==> src/rtl/b64d_pkg.sv <==
// b64d_pkg: shared types, constants and the character decode function
// for the Base64 stream decoder. No dependencies.

package b64d_pkg;

  // Default counter width and work queue depth
  localparam int COUNT_WIDTH_DEF = 16;
  localparam int QUEUE_DEPTH_DEF = 4;

  // Widths fixed by the word formats
  localparam int CHAR_W  = 8;
  localparam int BYTE_W  = 8;
  localparam int CAP_W   = 16;
  localparam int CNT_W   = 16;
  localparam int SEXT_W  = 6;
  localparam int TRIPLE_W = 24;

  // Alphabet offsets
  localparam logic [SEXT_W-1:0] LOWER_BASE = 6'd26;
  localparam logic [SEXT_W-1:0] DIGIT_BASE = 6'd52;
  localparam logic [SEXT_W-1:0] PLUS_VAL   = 6'd62;
  localparam logic [SEXT_W-1:0] SLASH_VAL  = 6'd63;

  // Stream status codes
  typedef enum logic [1:0] {
    ST_OK    = 2'd0,
    ST_PARSE = 2'd1,
    ST_NOBUF = 2'd2
  } err_t;

  // One decoded character
  typedef struct packed {
    logic              ok;
    logic [SEXT_W-1:0] val;
  } sextet_t;

  // One queued job: up to three data bytes and an optional summary
  typedef struct packed {
    logic [TRIPLE_W-1:0] triple;
    logic [2:0]          byte_en;
    logic                summ;
    err_t                status;
    logic [CNT_W-1:0]    count;
  } b64d_job_t;

  // Map one ASCII character to its 6-bit value
  function automatic sextet_t sextet_of(input logic [CHAR_W-1:0] ch);
    sextet_t r;
    logic [CHAR_W-1:0] d;
    r = '0;
    d = '0;
    if (ch >= 8'h41 && ch <= 8'h5A) begin
      d = ch - 8'h41;
      r.ok = 1'b1;
      r.val = d[SEXT_W-1:0];
    end else if (ch >= 8'h61 && ch <= 8'h7A) begin
      d = ch - 8'h61;
      r.ok = 1'b1;
      r.val = d[SEXT_W-1:0] + LOWER_BASE;
    end else if (ch >= 8'h30 && ch <= 8'h39) begin
      d = ch - 8'h30;
      r.ok = 1'b1;
      r.val = d[SEXT_W-1:0] + DIGIT_BASE;
    end else if (ch == 8'h2B) begin
      r.ok = 1'b1;
      r.val = PLUS_VAL;
    end else if (ch == 8'h2F) begin
      r.ok = 1'b1;
      r.val = SLASH_VAL;
    end
    return r;
  endfunction

endpackage

==> src/rtl/b64d_front.sv <==
// b64d_front: accepts characters, tracks group and stream state, queues
// a job word per character that gives bytes or is last. Uses b64d_pkg.

module b64d_front #(
  parameter int COUNT_WIDTH = b64d_pkg::COUNT_WIDTH_DEF
) (
  input  logic                         clk,
  input  logic                         rst_n,
  input  logic                         cfg_wr_en,
  input  logic [b64d_pkg::CAP_W-1:0]   cfg_wr_data,
  input  logic                         acc,
  input  logic [b64d_pkg::CHAR_W-1:0]  enc_char,
  input  logic                         last_char,
  output logic                         push,
  output b64d_pkg::b64d_job_t          job
);

  localparam logic [31:0] CNT_MAX32 = 32'((64'(1) << COUNT_WIDTH) - 64'(1));

  // Capacity clipped to what the counter can hold
  function automatic logic [COUNT_WIDTH-1:0] clip_cap(input logic [b64d_pkg::CAP_W-1:0] c);
    logic [31:0] c32;
    c32 = 32'(c);
    if (c32 > CNT_MAX32) c32 = CNT_MAX32;
    return c32[COUNT_WIDTH-1:0];
  endfunction

  logic [COUNT_WIDTH-1:0] cap_r;
  logic [1:0]             pos_r, pos_nxt;
  logic [17:0]            sext_r, sext_nxt;
  logic                   tv_r, tv_nxt;
  logic [COUNT_WIDTH-1:0] bw_r, bw_nxt;
  b64d_pkg::err_t         err_r, err_nxt;

  b64d_pkg::sextet_t      dec;
  logic                   fin, dval;
  logic [COUNT_WIDTH-1:0] avail;
  logic [2:0]             en;
  logic [31:0]            bw32;

  // Capacity register
  always_ff @(posedge clk) begin
    if (!rst_n) begin
      cap_r <= clip_cap({b64d_pkg::CAP_W{1'b1}});
    end else if (cfg_wr_en) begin
      cap_r <= clip_cap(cfg_wr_data);
    end
  end

  // Stream state
  always_ff @(posedge clk) begin
    if (!rst_n) begin
      pos_r  <= '0;
      sext_r <= '0;
      tv_r   <= 1'b0;
      bw_r   <= '0;
      err_r  <= b64d_pkg::ST_OK;
    end else if (acc) begin
      pos_r  <= pos_nxt;
      sext_r <= sext_nxt;
      tv_r   <= tv_nxt;
      bw_r   <= bw_nxt;
      err_r  <= err_nxt;
    end
  end

  assign dec   = b64d_pkg::sextet_of(enc_char);
  assign avail = cap_r - bw_r;

  // Next state and job word
  always_comb begin
    pos_nxt  = pos_r;
    sext_nxt = sext_r;
    tv_nxt   = tv_r;
    bw_nxt   = bw_r;
    err_nxt  = err_r;
    fin      = 1'b0;
    dval     = 1'b0;
    en       = '0;
    bw32     = '0;
    job      = '0;

    if (err_r == b64d_pkg::ST_OK) begin
      // Place this character in the group
      unique case (pos_r)
        2'd0: begin
          if (!dec.ok) begin
            err_nxt = b64d_pkg::ST_PARSE;
          end else begin
            sext_nxt = {dec.val, 12'b0};
            tv_nxt   = 1'b0;
            pos_nxt  = 2'd1;
          end
        end
        2'd1: begin
          if (!dec.ok) begin
            err_nxt = b64d_pkg::ST_PARSE;
          end else begin
            sext_nxt[11:6] = dec.val;
            pos_nxt        = 2'd2;
          end
        end
        2'd2: begin
          tv_nxt  = dec.ok;
          if (dec.ok) sext_nxt[5:0] = dec.val;
          pos_nxt = 2'd3;
        end
        default: begin
          fin  = 1'b1;
          dval = dec.ok;
        end
      endcase

      // A final character closes a short group
      if (last_char && err_nxt == b64d_pkg::ST_OK && pos_nxt != 2'd0 && pos_r != 2'd3) begin
        fin = 1'b1;
      end

      // Finish the group: room check on each byte
      if (fin) begin
        job.triple = {sext_nxt, (dval ? dec.val : 6'd0)};
        if (bw_r >= cap_r) begin
          err_nxt = b64d_pkg::ST_NOBUF;
        end else begin
          en[0] = 1'b1;
          en[1] = tv_nxt && (avail >= COUNT_WIDTH'(2));
          en[2] = dval && (en[1] ? (avail >= COUNT_WIDTH'(3)) : (avail >= COUNT_WIDTH'(2)));
        end
        bw_nxt   = bw_r + COUNT_WIDTH'(en[0]) + COUNT_WIDTH'(en[1]) + COUNT_WIDTH'(en[2]);
        pos_nxt  = 2'd0;
        sext_nxt = '0;
        tv_nxt   = 1'b0;
      end
    end

    job.byte_en = en;

    // Summary closes the stream and clears it
    if (last_char) begin
      bw32       = 32'(bw_nxt);
      job.summ   = 1'b1;
      job.status = err_nxt;
      job.count  = bw32[b64d_pkg::CNT_W-1:0];
      pos_nxt    = 2'd0;
      sext_nxt   = '0;
      tv_nxt     = 1'b0;
      bw_nxt     = '0;
      err_nxt    = b64d_pkg::ST_OK;
    end
  end

  assign push = acc && ((|en) || last_char);

  // A closed stream restarts from a clean state
  a_stream_clear: assert property (@(posedge clk) disable iff (!rst_n)
    (acc && last_char) |=> (pos_r == 2'd0 && bw_r == '0 && err_r == b64d_pkg::ST_OK))
    else $error("stream state not cleared after final character");

  // Bytes never exceed the capacity in force when no config write intervenes
  a_cap_respected: assert property (@(posedge clk) disable iff (!rst_n)
    (acc && !cfg_wr_en && bw_r <= cap_r) |=> (bw_r <= cap_r))
    else $error("byte count went past capacity");

endmodule

==> src/rtl/b64d_queue.sv <==
// b64d_queue: short register queue of job words between front and back.
// Uses b64d_pkg for the job word type.

module b64d_queue #(
  parameter int DEPTH = b64d_pkg::QUEUE_DEPTH_DEF
) (
  input  logic                clk,
  input  logic                rst_n,
  input  logic                push,
  input  b64d_pkg::b64d_job_t wr_data,
  input  logic                pop,
  output logic                full,
  output logic                not_empty,
  output b64d_pkg::b64d_job_t rd_data
);

  localparam int AW = (DEPTH > 1) ? $clog2(DEPTH) : 1;
  localparam int CW = $clog2(DEPTH + 1);

  b64d_pkg::b64d_job_t mem_r [DEPTH];
  logic [AW-1:0] wr_ptr_r, rd_ptr_r;
  logic [CW-1:0] cnt_r;

  assign full      = (cnt_r == CW'(DEPTH));
  assign not_empty = (cnt_r != '0);
  assign rd_data   = mem_r[rd_ptr_r];

  // Storage
  always_ff @(posedge clk) begin
    if (push) mem_r[wr_ptr_r] <= wr_data;
  end

  // Pointers and fill count
  always_ff @(posedge clk) begin
    if (!rst_n) begin
      wr_ptr_r <= '0;
      rd_ptr_r <= '0;
      cnt_r    <= '0;
    end else begin
      if (push) wr_ptr_r <= (wr_ptr_r == AW'(DEPTH - 1)) ? '0 : wr_ptr_r + AW'(1);
      if (pop)  rd_ptr_r <= (rd_ptr_r == AW'(DEPTH - 1)) ? '0 : rd_ptr_r + AW'(1);
      if (push && !pop)      cnt_r <= cnt_r + CW'(1);
      else if (pop && !push) cnt_r <= cnt_r - CW'(1);
    end
  end

  a_no_overflow: assert property (@(posedge clk) disable iff (!rst_n)
    push |-> (!full || pop))
    else $error("queue write while full");

  a_no_underflow: assert property (@(posedge clk) disable iff (!rst_n)
    pop |-> not_empty)
    else $error("queue read while empty");

endmodule

==> src/rtl/b64d_back.sv <==
// b64d_back: expands each job word into result words, one per cycle while
// out_ready is high, through an output register. Uses b64d_pkg.

module b64d_back (
  input  logic                         clk,
  input  logic                         rst_n,
  input  logic                         q_not_empty,
  input  b64d_pkg::b64d_job_t          q_data,
  output logic                         q_pop,
  output logic                         out_valid,
  input  logic                         out_ready,
  output logic [b64d_pkg::BYTE_W-1:0]  out_byte,
  output logic                         out_is_summary,
  output logic [1:0]                   out_status,
  output logic [b64d_pkg::CNT_W-1:0]   out_written_count,
  output logic                         out_run_last
);

  b64d_pkg::b64d_job_t job_r;
  logic                job_vld_r;
  logic [3:0]          rem_r;

  logic                        out_valid_r;
  logic [b64d_pkg::BYTE_W-1:0] byte_r;
  logic                        summ_r;
  logic [1:0]                  status_r;
  logic [b64d_pkg::CNT_W-1:0]  count_r;
  logic                        last_r;

  logic [3:0]                  sel;
  logic [3:0]                  rem_after;
  logic                        out_load, done;
  logic [b64d_pkg::BYTE_W-1:0] byte_sel;

  // Pick the lowest pending result of the job
  always_comb begin
    sel      = '0;
    byte_sel = '0;
    if (rem_r[0]) begin
      sel[0]   = 1'b1;
      byte_sel = job_r.triple[23:16];
    end else if (rem_r[1]) begin
      sel[1]   = 1'b1;
      byte_sel = job_r.triple[15:8];
    end else if (rem_r[2]) begin
      sel[2]   = 1'b1;
      byte_sel = job_r.triple[7:0];
    end else begin
      sel[3]   = 1'b1;
    end
  end

  assign rem_after = rem_r & ~sel;
  assign out_load  = job_vld_r && (!out_valid_r || out_ready);
  assign done      = out_load && (rem_after == '0);
  assign q_pop     = q_not_empty && (!job_vld_r || done);

  // Current job
  always_ff @(posedge clk) begin
    if (!rst_n) begin
      job_vld_r <= 1'b0;
      rem_r     <= '0;
    end else if (q_pop) begin
      job_vld_r <= 1'b1;
      rem_r     <= {q_data.summ, q_data.byte_en};
    end else if (done) begin
      job_vld_r <= 1'b0;
      rem_r     <= '0;
    end else if (out_load) begin
      rem_r     <= rem_after;
    end
  end

  always_ff @(posedge clk) begin
    if (q_pop) job_r <= q_data;
  end

  // Output register
  always_ff @(posedge clk) begin
    if (!rst_n) begin
      out_valid_r <= 1'b0;
    end else if (out_load) begin
      out_valid_r <= 1'b1;
    end else if (out_ready) begin
      out_valid_r <= 1'b0;
    end
  end

  always_ff @(posedge clk) begin
    if (out_load) begin
      byte_r   <= byte_sel;
      summ_r   <= sel[3];
      status_r <= sel[3] ? job_r.status : 2'd0;
      count_r  <= sel[3] ? job_r.count : '0;
      last_r   <= (rem_after == '0);
    end
  end

  assign out_valid         = out_valid_r;
  assign out_byte          = byte_r;
  assign out_is_summary    = summ_r;
  assign out_status        = status_r;
  assign out_written_count = count_r;
  assign out_run_last      = last_r;

  a_job_has_work: assert property (@(posedge clk) disable iff (!rst_n)
    job_vld_r |-> (rem_r != '0))
    else $error("active job with nothing left to send");

  a_summary_last: assert property (@(posedge clk) disable iff (!rst_n)
    (out_valid_r && summ_r) |-> last_r)
    else $error("summary word not marked as last");

endmodule

==> src/rtl/base64_stream_decoder.sv <==
// base64_stream_decoder: top level of the Base64 stream decoder.
// Instantiates b64d_front, b64d_queue and b64d_back; uses b64d_pkg.

// Takes one Base64 character per cycle while in_ready is high and gives
// decoded bytes, then one summary word (status and byte count) for the
// character marked last_char; out_run_last flags the final word caused by
// each character. The front end decodes a character in the cycle it is
// accepted and writes at most one job word into a QUEUE_DEPTH-entry queue;
// in_ready is low only while that queue is full. The back end sends one
// result word per cycle from each job while out_ready is high: plain text
// (three bytes per four characters) runs at one character per cycle, while
// streams that close very short groups are paced by the back end at one
// result word per cycle. The first result word of a character passes
// through the queue, then the job register, then the output register,
// before it is offered on out_valid. The capacity set by cfg_wr_data is
// clipped to what COUNT_WIDTH bits can count.

module base64_stream_decoder #(
  parameter int COUNT_WIDTH = b64d_pkg::COUNT_WIDTH_DEF,
  parameter int QUEUE_DEPTH = b64d_pkg::QUEUE_DEPTH_DEF
) (
  input  logic                         clk,
  input  logic                         rst_n,
  input  logic                         cfg_wr_en,
  input  logic [b64d_pkg::CAP_W-1:0]   cfg_wr_data,
  input  logic                         in_valid,
  output logic                         in_ready,
  input  logic [b64d_pkg::CHAR_W-1:0]  in_enc_char,
  input  logic                         in_last_char,
  output logic                         out_valid,
  input  logic                         out_ready,
  output logic [b64d_pkg::BYTE_W-1:0]  out_byte,
  output logic                         out_is_summary,
  output logic [1:0]                   out_status,
  output logic [b64d_pkg::CNT_W-1:0]   out_written_count,
  output logic                         out_run_last
);

  logic                q_full, q_not_empty, q_push, q_pop, acc;
  b64d_pkg::b64d_job_t push_job, pop_job;

  assign in_ready = !q_full;
  assign acc      = in_valid && in_ready;

  b64d_front #(
    .COUNT_WIDTH (COUNT_WIDTH)
  ) u_front (
    .clk         (clk),
    .rst_n       (rst_n),
    .cfg_wr_en   (cfg_wr_en),
    .cfg_wr_data (cfg_wr_data),
    .acc         (acc),
    .enc_char    (in_enc_char),
    .last_char   (in_last_char),
    .push        (q_push),
    .job         (push_job)
  );

  b64d_queue #(
    .DEPTH (QUEUE_DEPTH)
  ) u_queue (
    .clk       (clk),
    .rst_n     (rst_n),
    .push      (q_push),
    .wr_data   (push_job),
    .pop       (q_pop),
    .full      (q_full),
    .not_empty (q_not_empty),
    .rd_data   (pop_job)
  );

  b64d_back u_back (
    .clk               (clk),
    .rst_n             (rst_n),
    .q_not_empty       (q_not_empty),
    .q_data            (pop_job),
    .q_pop             (q_pop),
    .out_valid         (out_valid),
    .out_ready         (out_ready),
    .out_byte          (out_byte),
    .out_is_summary    (out_is_summary),
    .out_status        (out_status),
    .out_written_count (out_written_count),
    .out_run_last      (out_run_last)
  );

endmodule
==> config.mk <==
export PLATFORM = sky130hd
export DESIGN_NAME = base64_stream_decoder
export DESIGN_NICKNAME = d
export VERILOG_FILES = /design/src/rtl/b64d_pkg.sv /design/src/rtl/b64d_front.sv /design/src/rtl/b64d_queue.sv /design/src/rtl/b64d_back.sv /design/src/rtl/base64_stream_decoder.sv
export SDC_FILE = /design/constraint.sdc
export NUM_CORES = 1
export LEC_CHECK = 0
export BUFFER_PORTS_ARGS = -buffer_cell sky130_fd_sc_hd__buf_4
export CORE_ASPECT_RATIO = 0.9
export CORE_MARGIN = 2
export CORE_UTILIZATION = 65
export CTS_CLUSTER_DIAMETER = 120
export DETAILED_ROUTE_END_ITERATION = 10
export PLACE_DENSITY = 0.83
export SYNTH_ARGS = -nofsm -noshare
export SYNTH_HDL_FRONTEND = slang
export SYNTH_SLANG_ARGS = --single-unit
==> constraint.sdc <==
create_clock -name clk -period 8.1 [get_ports clk]
set_clock_uncertainty 0.05 [all_clocks]
set_input_delay 0.405 -clock clk [delete_from_list [all_inputs] [get_ports clk]]
set_output_delay 0.405 -clock clk [all_outputs]
set_load 0.01 [all_outputs]
* Word level (Yosys, flattened, before mapping)
Memories as Yosys holds them, arrays and structs flattened. A register that Yosys moved wholly into a read port is not among the register bits.
Cells that the tools add are included.
** Storage, ports and cells
- Bits in registers :: 138
- Memory bits (writable) :: 184
- Input port bits :: 30
- Logic and storage cells :: 167
- Output and inout port bits :: 30
- Memories kept :: 1
** Memory list
- u_queue.mem_r :: words 4, bits a word 46, read ports 1, clocked after Yosys merged registers in 1, write ports 1, line b64d_queue.sv:20 : b64d_pkg::b64d_job_t mem_r [DEPTH];
** Operators by class
- Equal/unequal tests :: 8
- Mux-type cells :: 76
- Bitwise gates (word level) :: 2
- Reductions and logical operators :: 38
- Order comparisons :: 9
- $add $sub $neg :: 13
** Operator list (number)
- $mux 18 :: 4
- $add 16x1->16 :: 3
- $mux 16 :: 3
- $mux 24 :: 2
- $mux 2 :: 18
- $mux 7 :: 5
- $ge 16x2->1 const B :: 2
- $mux 3 :: 8
- $mux 6 :: 4
- $mux 8 :: 3
- $pmux 6 s2 :: 2
- $mux 1 :: 21
- $mux 19 :: 1
- $eq 8x6->1 const B :: 2
- $ge 16x16->1 :: 1
- $ge 8x7->1 const B :: 2
- $le 8x7->1 const B :: 2
- $sub 16x16->16 :: 1
- $logic_and 1x1->1 :: 15
- $mux 4 :: 3
- $sub 6x6->6 const B :: 2
- $reduce_bool 2->1 :: 5
- $ge 8x6->1 const B :: 1
- $le 8x6->1 const B :: 1
- other kinds (22) :: 35

* Longest topological paths before layout
- Word-level depth :: 26
- Gate-level depth with buffers :: 22
- Mapped depth without buffers :: 21

* Hierarchy
A second synthesis with hierarchy kept.
** Unflattened totals
- Cells, all modules :: 1050
- Area total of the unflattened synthesis :: 14625.3 µm²
** By module, submodules not included
- b64d_queue :: area each 7159.4 µm², times used 1, cells an instance 284, seq. area each 5705.5 µm²
- b64d_front :: area each 4725.8 µm², times used 1, cells an instance 609, seq. area each 1101.1 µm²
- b64d_back :: area each 2730.1 µm², times used 1, cells an instance 155, seq. area each 2222.1 µm²
- base64_stream_decoder :: area each 10.0 µm², times used 1, cells an instance 2, seq. area each 0.0 µm²

* Least setup slack after synthesis
OpenSTA, ideal clock, no wires.
- Path kind :: register -> register
- From :: register u_front.bw_r[2]
- To :: register u_front.bw_r[12]
- Clock period less this slack :: 4987 ps
- Buffers on the path :: 1
- Library setup time :: 70 ps
- Stages on the path, launching flop included :: 21
- Data required time :: 7980 ps
- Arrival time :: 4867 ps
- Setup slack :: 3113 ps
- Cell sequence :: dfxtp_1 inv_1 ha_1 nor2b_1 o31ai_1 a21oi_1 or4_1 a311oi_1 and4_1 clkbuf_1 a41o_1 ha_1 a21oi_1 a41o_1 fa_1 nor2_1 nand2_1 a2111oi_4 nand3_1 or3_1 a21boi_1
** Between the ends
- Cells in the longest elaborated chain, start to end :: 12
- Elaborated cells between the ends (all ways) :: 16
- Classes of those cells :: add/sub: 4; order compare: 3; mux: 7; reduce/logical: 2
** Ends and longest elaborated chain
- start, declared :: line b64d_front.sv:32 : logic [COUNT_WIDTH-1:0] bw_r, bw_nxt;
- start signal, assigned :: line b64d_front.sv:62 : bw_r <= bw_nxt;
- parallel branches: the longest is 8 deep, another holds $sub 16x16->16
- $add 16x1->16 (*) :: line b64d_front.sv:129 : bw_nxt = bw_r + COUNT_WIDTH'(en[0]) + COUNT_WIDTH'(en[1]) + COUNT_WIDTH'(en[2]);
- $mux 16 (*) :: line b64d_front.sv:120 : if (fin) begin
- $mux 16 (*) :: line b64d_front.sv:83 : if (err_r == b64d_pkg::ST_OK) begin
- $mux 16 (*) :: line b64d_front.sv:139 : if (last_char) begin
Mark *: on every way between the ends. The select of a mux whose other input is x is not followed.
A chain may end at the register's enable or synchronous reset.

* Worst setup path in the final report
Same ends and word-level chain as after synthesis.

==> impl_metrics.env <==
export IMPL_synth_xor_xnor_area_share_pct=1.29
export IMPL_final_max_slew_viol_count=0
export IMPL_cts_buffers=30
export IMPL_ratio_of_final_minimum_period_to_clock_period_pct=71.6
export IMPL_dp_slack_ns=2.57
export IMPL_tns_ns=0
export IMPL_die_area_um2=23100
export IMPL_detailed_place_hpwl_mm=18.3
export IMPL_final_nets=1174
export IMPL_async_flop_share_pct=0
export IMPL_drc_errors=0
export IMPL_clock_sink_count=324
export IMPL_fin_area_um2=16100
export IMPL_critical_path_arrival_ns=6.23
export IMPL_detail_route_vias_per_cell=6.50
export IMPL_synth_top_area_share_pct=53.5
export IMPL_hold_path_cell_count=3
export IMPL_floorplan_io_pins=60
export IMPL_max_cap_violations=0
export IMPL_grt_remaining_overflow=0
export IMPL_cp_data_required_time_ns=8.53
export IMPL_insertedDiodeCount=0
export IMPL_ant_nets=0
export IMPL_std_cell_rows=51
export IMPL_timing_fmax_mhz=172
export IMPL_peakVddDrop_uv=211
export IMPL_synthTopCellsByCount="254 x sky130_fd_sc_hd__edfxtp_1, 84 x sky130_fd_sc_hd__nand2_1, 70 x sky130_fd_sc_hd__dfxtp_1"
export IMPL_syn_mean_instance_area_um2=13.6
export IMPL_area_growth_synth_to_final_pct=12.7
export IMPL_clockBufferDepth=3
export IMPL_setup_slack_of_the_critical_path_after_layout_ns=2.30
export IMPL_relSlewSlack_pct=22.8
export IMPL_cp_end_kind="flip-flop"
export IMPL_netlist_area_um2=14200
export IMPL_ff2ff_path_depth=19
export IMPL_critPathKind="reg -> reg"
export IMPL_timing_hold_violations_final=0
export IMPL_status="completed"
export IMPL_layout_cell_share_with_drive_strength_beyond_1_pct=15.8
export IMPL_detail_route_wirelength_mm=30.5
export IMPL_final_instance_count_excl_fill=1423
export IMPL_yosysMostFrequentCell="sky130_fd_sc_hd__edfxtp_1"
export IMPL_synth_compound_area_share_pct=10.1
export IMPL_yosys_register_bits=324
export IMPL_detailroute_via_count=9253
export IMPL_clk_root_buffer_cell="sky130_fd_sc_hd__clkbuf_16"
export IMPL_grt_pass1_vias=8734
export IMPL_classification_of_the_worst_slack_hold_path="in -> reg"
export IMPL_wl_per_cell_um=21.4
export IMPL_cts_htree_levels=1
export IMPL_core_region_area_um2=21600
export IMPL_die_height_um=144
export IMPL_gp_congestion=0.916
export IMPL_die_w_um=160
export IMPL_post_synth_top_area_cell="sky130_fd_sc_hd__edfxtp_1"
export IMPL_syn_inst=1050
export IMPL_insertion_delay_ns=0.57
export IMPL_maximum_number_of_pins_on_one_net_before_global_route_repair=61
export IMPL_initialDrtViolationCount=1249
export IMPL_syn_nets=1116
export IMPL_clk_pin_slew_ns=0.07
export IMPL_buffer_ports_inserted=59
export IMPL_largest_family_of_logic_cells_by_synthesized_area="simple AND/OR/NAND/NOR gates"
export IMPL_drt_pass1_iterations=6
export IMPL_dpl_cell_area_um2=14900
export IMPL_numPlacedInstances=1359
export IMPL_yosys_area_share_adder_pct=3.39
export IMPL_setup_viol=0
export IMPL_worstMarginPinSlew_ns=1.16
export IMPL_synth_area_top_cells="sky130_fd_sc_hd__edfxtp_1 54%, sky130_fd_sc_hd__dfxtp_1 9.8%, sky130_fd_sc_hd__mux4_2 7.3%, sky130_fd_sc_hd__ha_1 2.9%, sky130_fd_sc_hd__nand2_1 2.2%"
export IMPL_period_needed_ns=5.80
export IMPL_cts_setup_buffers=0
export IMPL_reg2reg_setup_slack_ns=2.30
export IMPL_initial_core_util_pct=66.1
export IMPL_rsz0062_at_grt="false"
export IMPL_grt_use_total_pct=26.5
export IMPL_ys_warnings_count=0
export IMPL_timing_critical_path_from_type="flip-flop"
export IMPL_worstPathMaxFanout=10
export IMPL_synth_mux_area_share_pct=8.83
export IMPL_grt_pass1_wl_mm=47.6
export IMPL_synth_flop_cell="sky130_fd_sc_hd__edfxtp_1"
export IMPL_synth_seq_area_share_pct=63.4
export IMPL_synth_simple_gate_area_share_pct=10.7
export IMPL_synth_edff_count=254
export IMPL_power_density_cell_area_nw_per_um2=294
export IMPL_cts_tree="yes"
export IMPL_total_leakage_power_nw=5.42
export IMPL_distinct_cell_type_count_of_the_synthesized_netlist=79
export IMPL_antenna_found_initial=1
[power by group]
part,internal [mW],switching [mW],total [mW]
Clock,0.862,0.613,1.47
Combinational,0.437,0.549,0.986
Sequential,2.15,0.105,2.26
[timing repair]
item | 4_1_cts | 5_1_grt
hold endpoints to repair | 6 | 2
hold buffers | 6 | 2
resized for setup | 0 | 0
[cell families after synthesis]
family	Yosys count
buffers and inverters	89
multiplexers	68
AND/OR/NAND/NOR	300
flip-flops	324
adder cells (fa/ha/maj)	37
AO/OA/AOI/OAI	211
XOR/XNOR	21
[path summary, 6_finish.rpt]
path,endpoint,startpoint
worst max register to register,u_front.bw_r[12],u_front.bw_r[2]
worst min register to register,u_front.sext_r[1],u_front.sext_r[1]
worst max-delay path,u_front.bw_r[12],u_front.bw_r[2]
worst min-delay path,u_front.cap_r[5],cfg_wr_data[5]
[registers in the layout (all words and copies together) (netlist names), 2 cells and up, named ones only]
| name | count |
|---|---|
| u_back.out_written_count | 16 |
| u_back.out_byte | 8 |
| u_queue.rd_ptr_r | 2 |
| u_back.out_status | 2 |
| u_front.err_r | 2 |
| u_back.rem_r | 4 |
| u_front.pos_r | 2 |
| u_back.job_r | 42 |
| u_front.sext_r | 18 |
| u_front.cap_r | 16 |
| u_queue.cnt_r | 3 |
| u_queue.mem_r | 184 |
| u_front.bw_r | 16 |
| u_queue.wr_ptr_r | 2 |
[through the flow]
step | hold slack, ns | util, % | total power, mW
2_1_floorplan | 0.366 | - | 2.94
3_3_place_gp | 0.376 | 69.3 | 3.23
3_5_place_dp | 0.393 | 69.3 | 3.26
4_1_cts | 0.000118 | 74.4 | 4.74
5_1_grt | 0.0118 | 74.5 | 4.90
6_report | 0.00458 | 74.5 | 4.72
[area by class of cell]
class	instances	area, um^2
timing repair buffer	75	583
tap	291	364
clock inverter	19	249
clock buffer	37	797
multi-input combinational	637	4890
inverter	40	150
fill	1358	5510
sequential	324	9030
[worst max-delay path, cell delays in order, from the launching register on]
cell	delay, ns
sky130_fd_sc_hd__dfxtp_1	0.36
sky130_fd_sc_hd__inv_1	0.10
sky130_fd_sc_hd__ha_1	0.37
sky130_fd_sc_hd__nor2b_1	0.16
sky130_fd_sc_hd__o31ai_1	0.37
sky130_fd_sc_hd__a21oi_1	0.22
sky130_fd_sc_hd__or3_1	0.38
sky130_fd_sc_hd__a2111oi_0	0.43
sky130_fd_sc_hd__and4_1	0.39
sky130_fd_sc_hd__a41o_1	0.20
sky130_fd_sc_hd__ha_1	0.17
sky130_fd_sc_hd__a21oi_1	0.07
sky130_fd_sc_hd__a41o_1	0.27
sky130_fd_sc_hd__fa_1	0.40
sky130_fd_sc_hd__nor2_1	0.21
sky130_fd_sc_hd__nand2_1	0.12
sky130_fd_sc_hd__a2111oi_4	0.61
sky130_fd_sc_hd__nand3_1	0.23
sky130_fd_sc_hd__or3_1	0.40
sky130_fd_sc_hd__a21boi_1	0.19
[cell usage in the layout (no fill, tap or decap), drive strengths merged, types with 37 or more instances in the layout]
master  instances
buf            67
mux4           46
nor2           59
o21ai          54
dfxtp          70
edfxtp        254
a21oi          41
inv            39
clkbuf         37
nand2          84
[per-layer routing]
metal	global-route usage, %	vias up	routed length [um]
li1	-	4130	-
met1	38.1	4468	12600
met2	42.9	579	14300
met3	3.90	74	2810
met4	7.68	2	771
met5	0	-	18
Power figures use the tool's default switching activity.
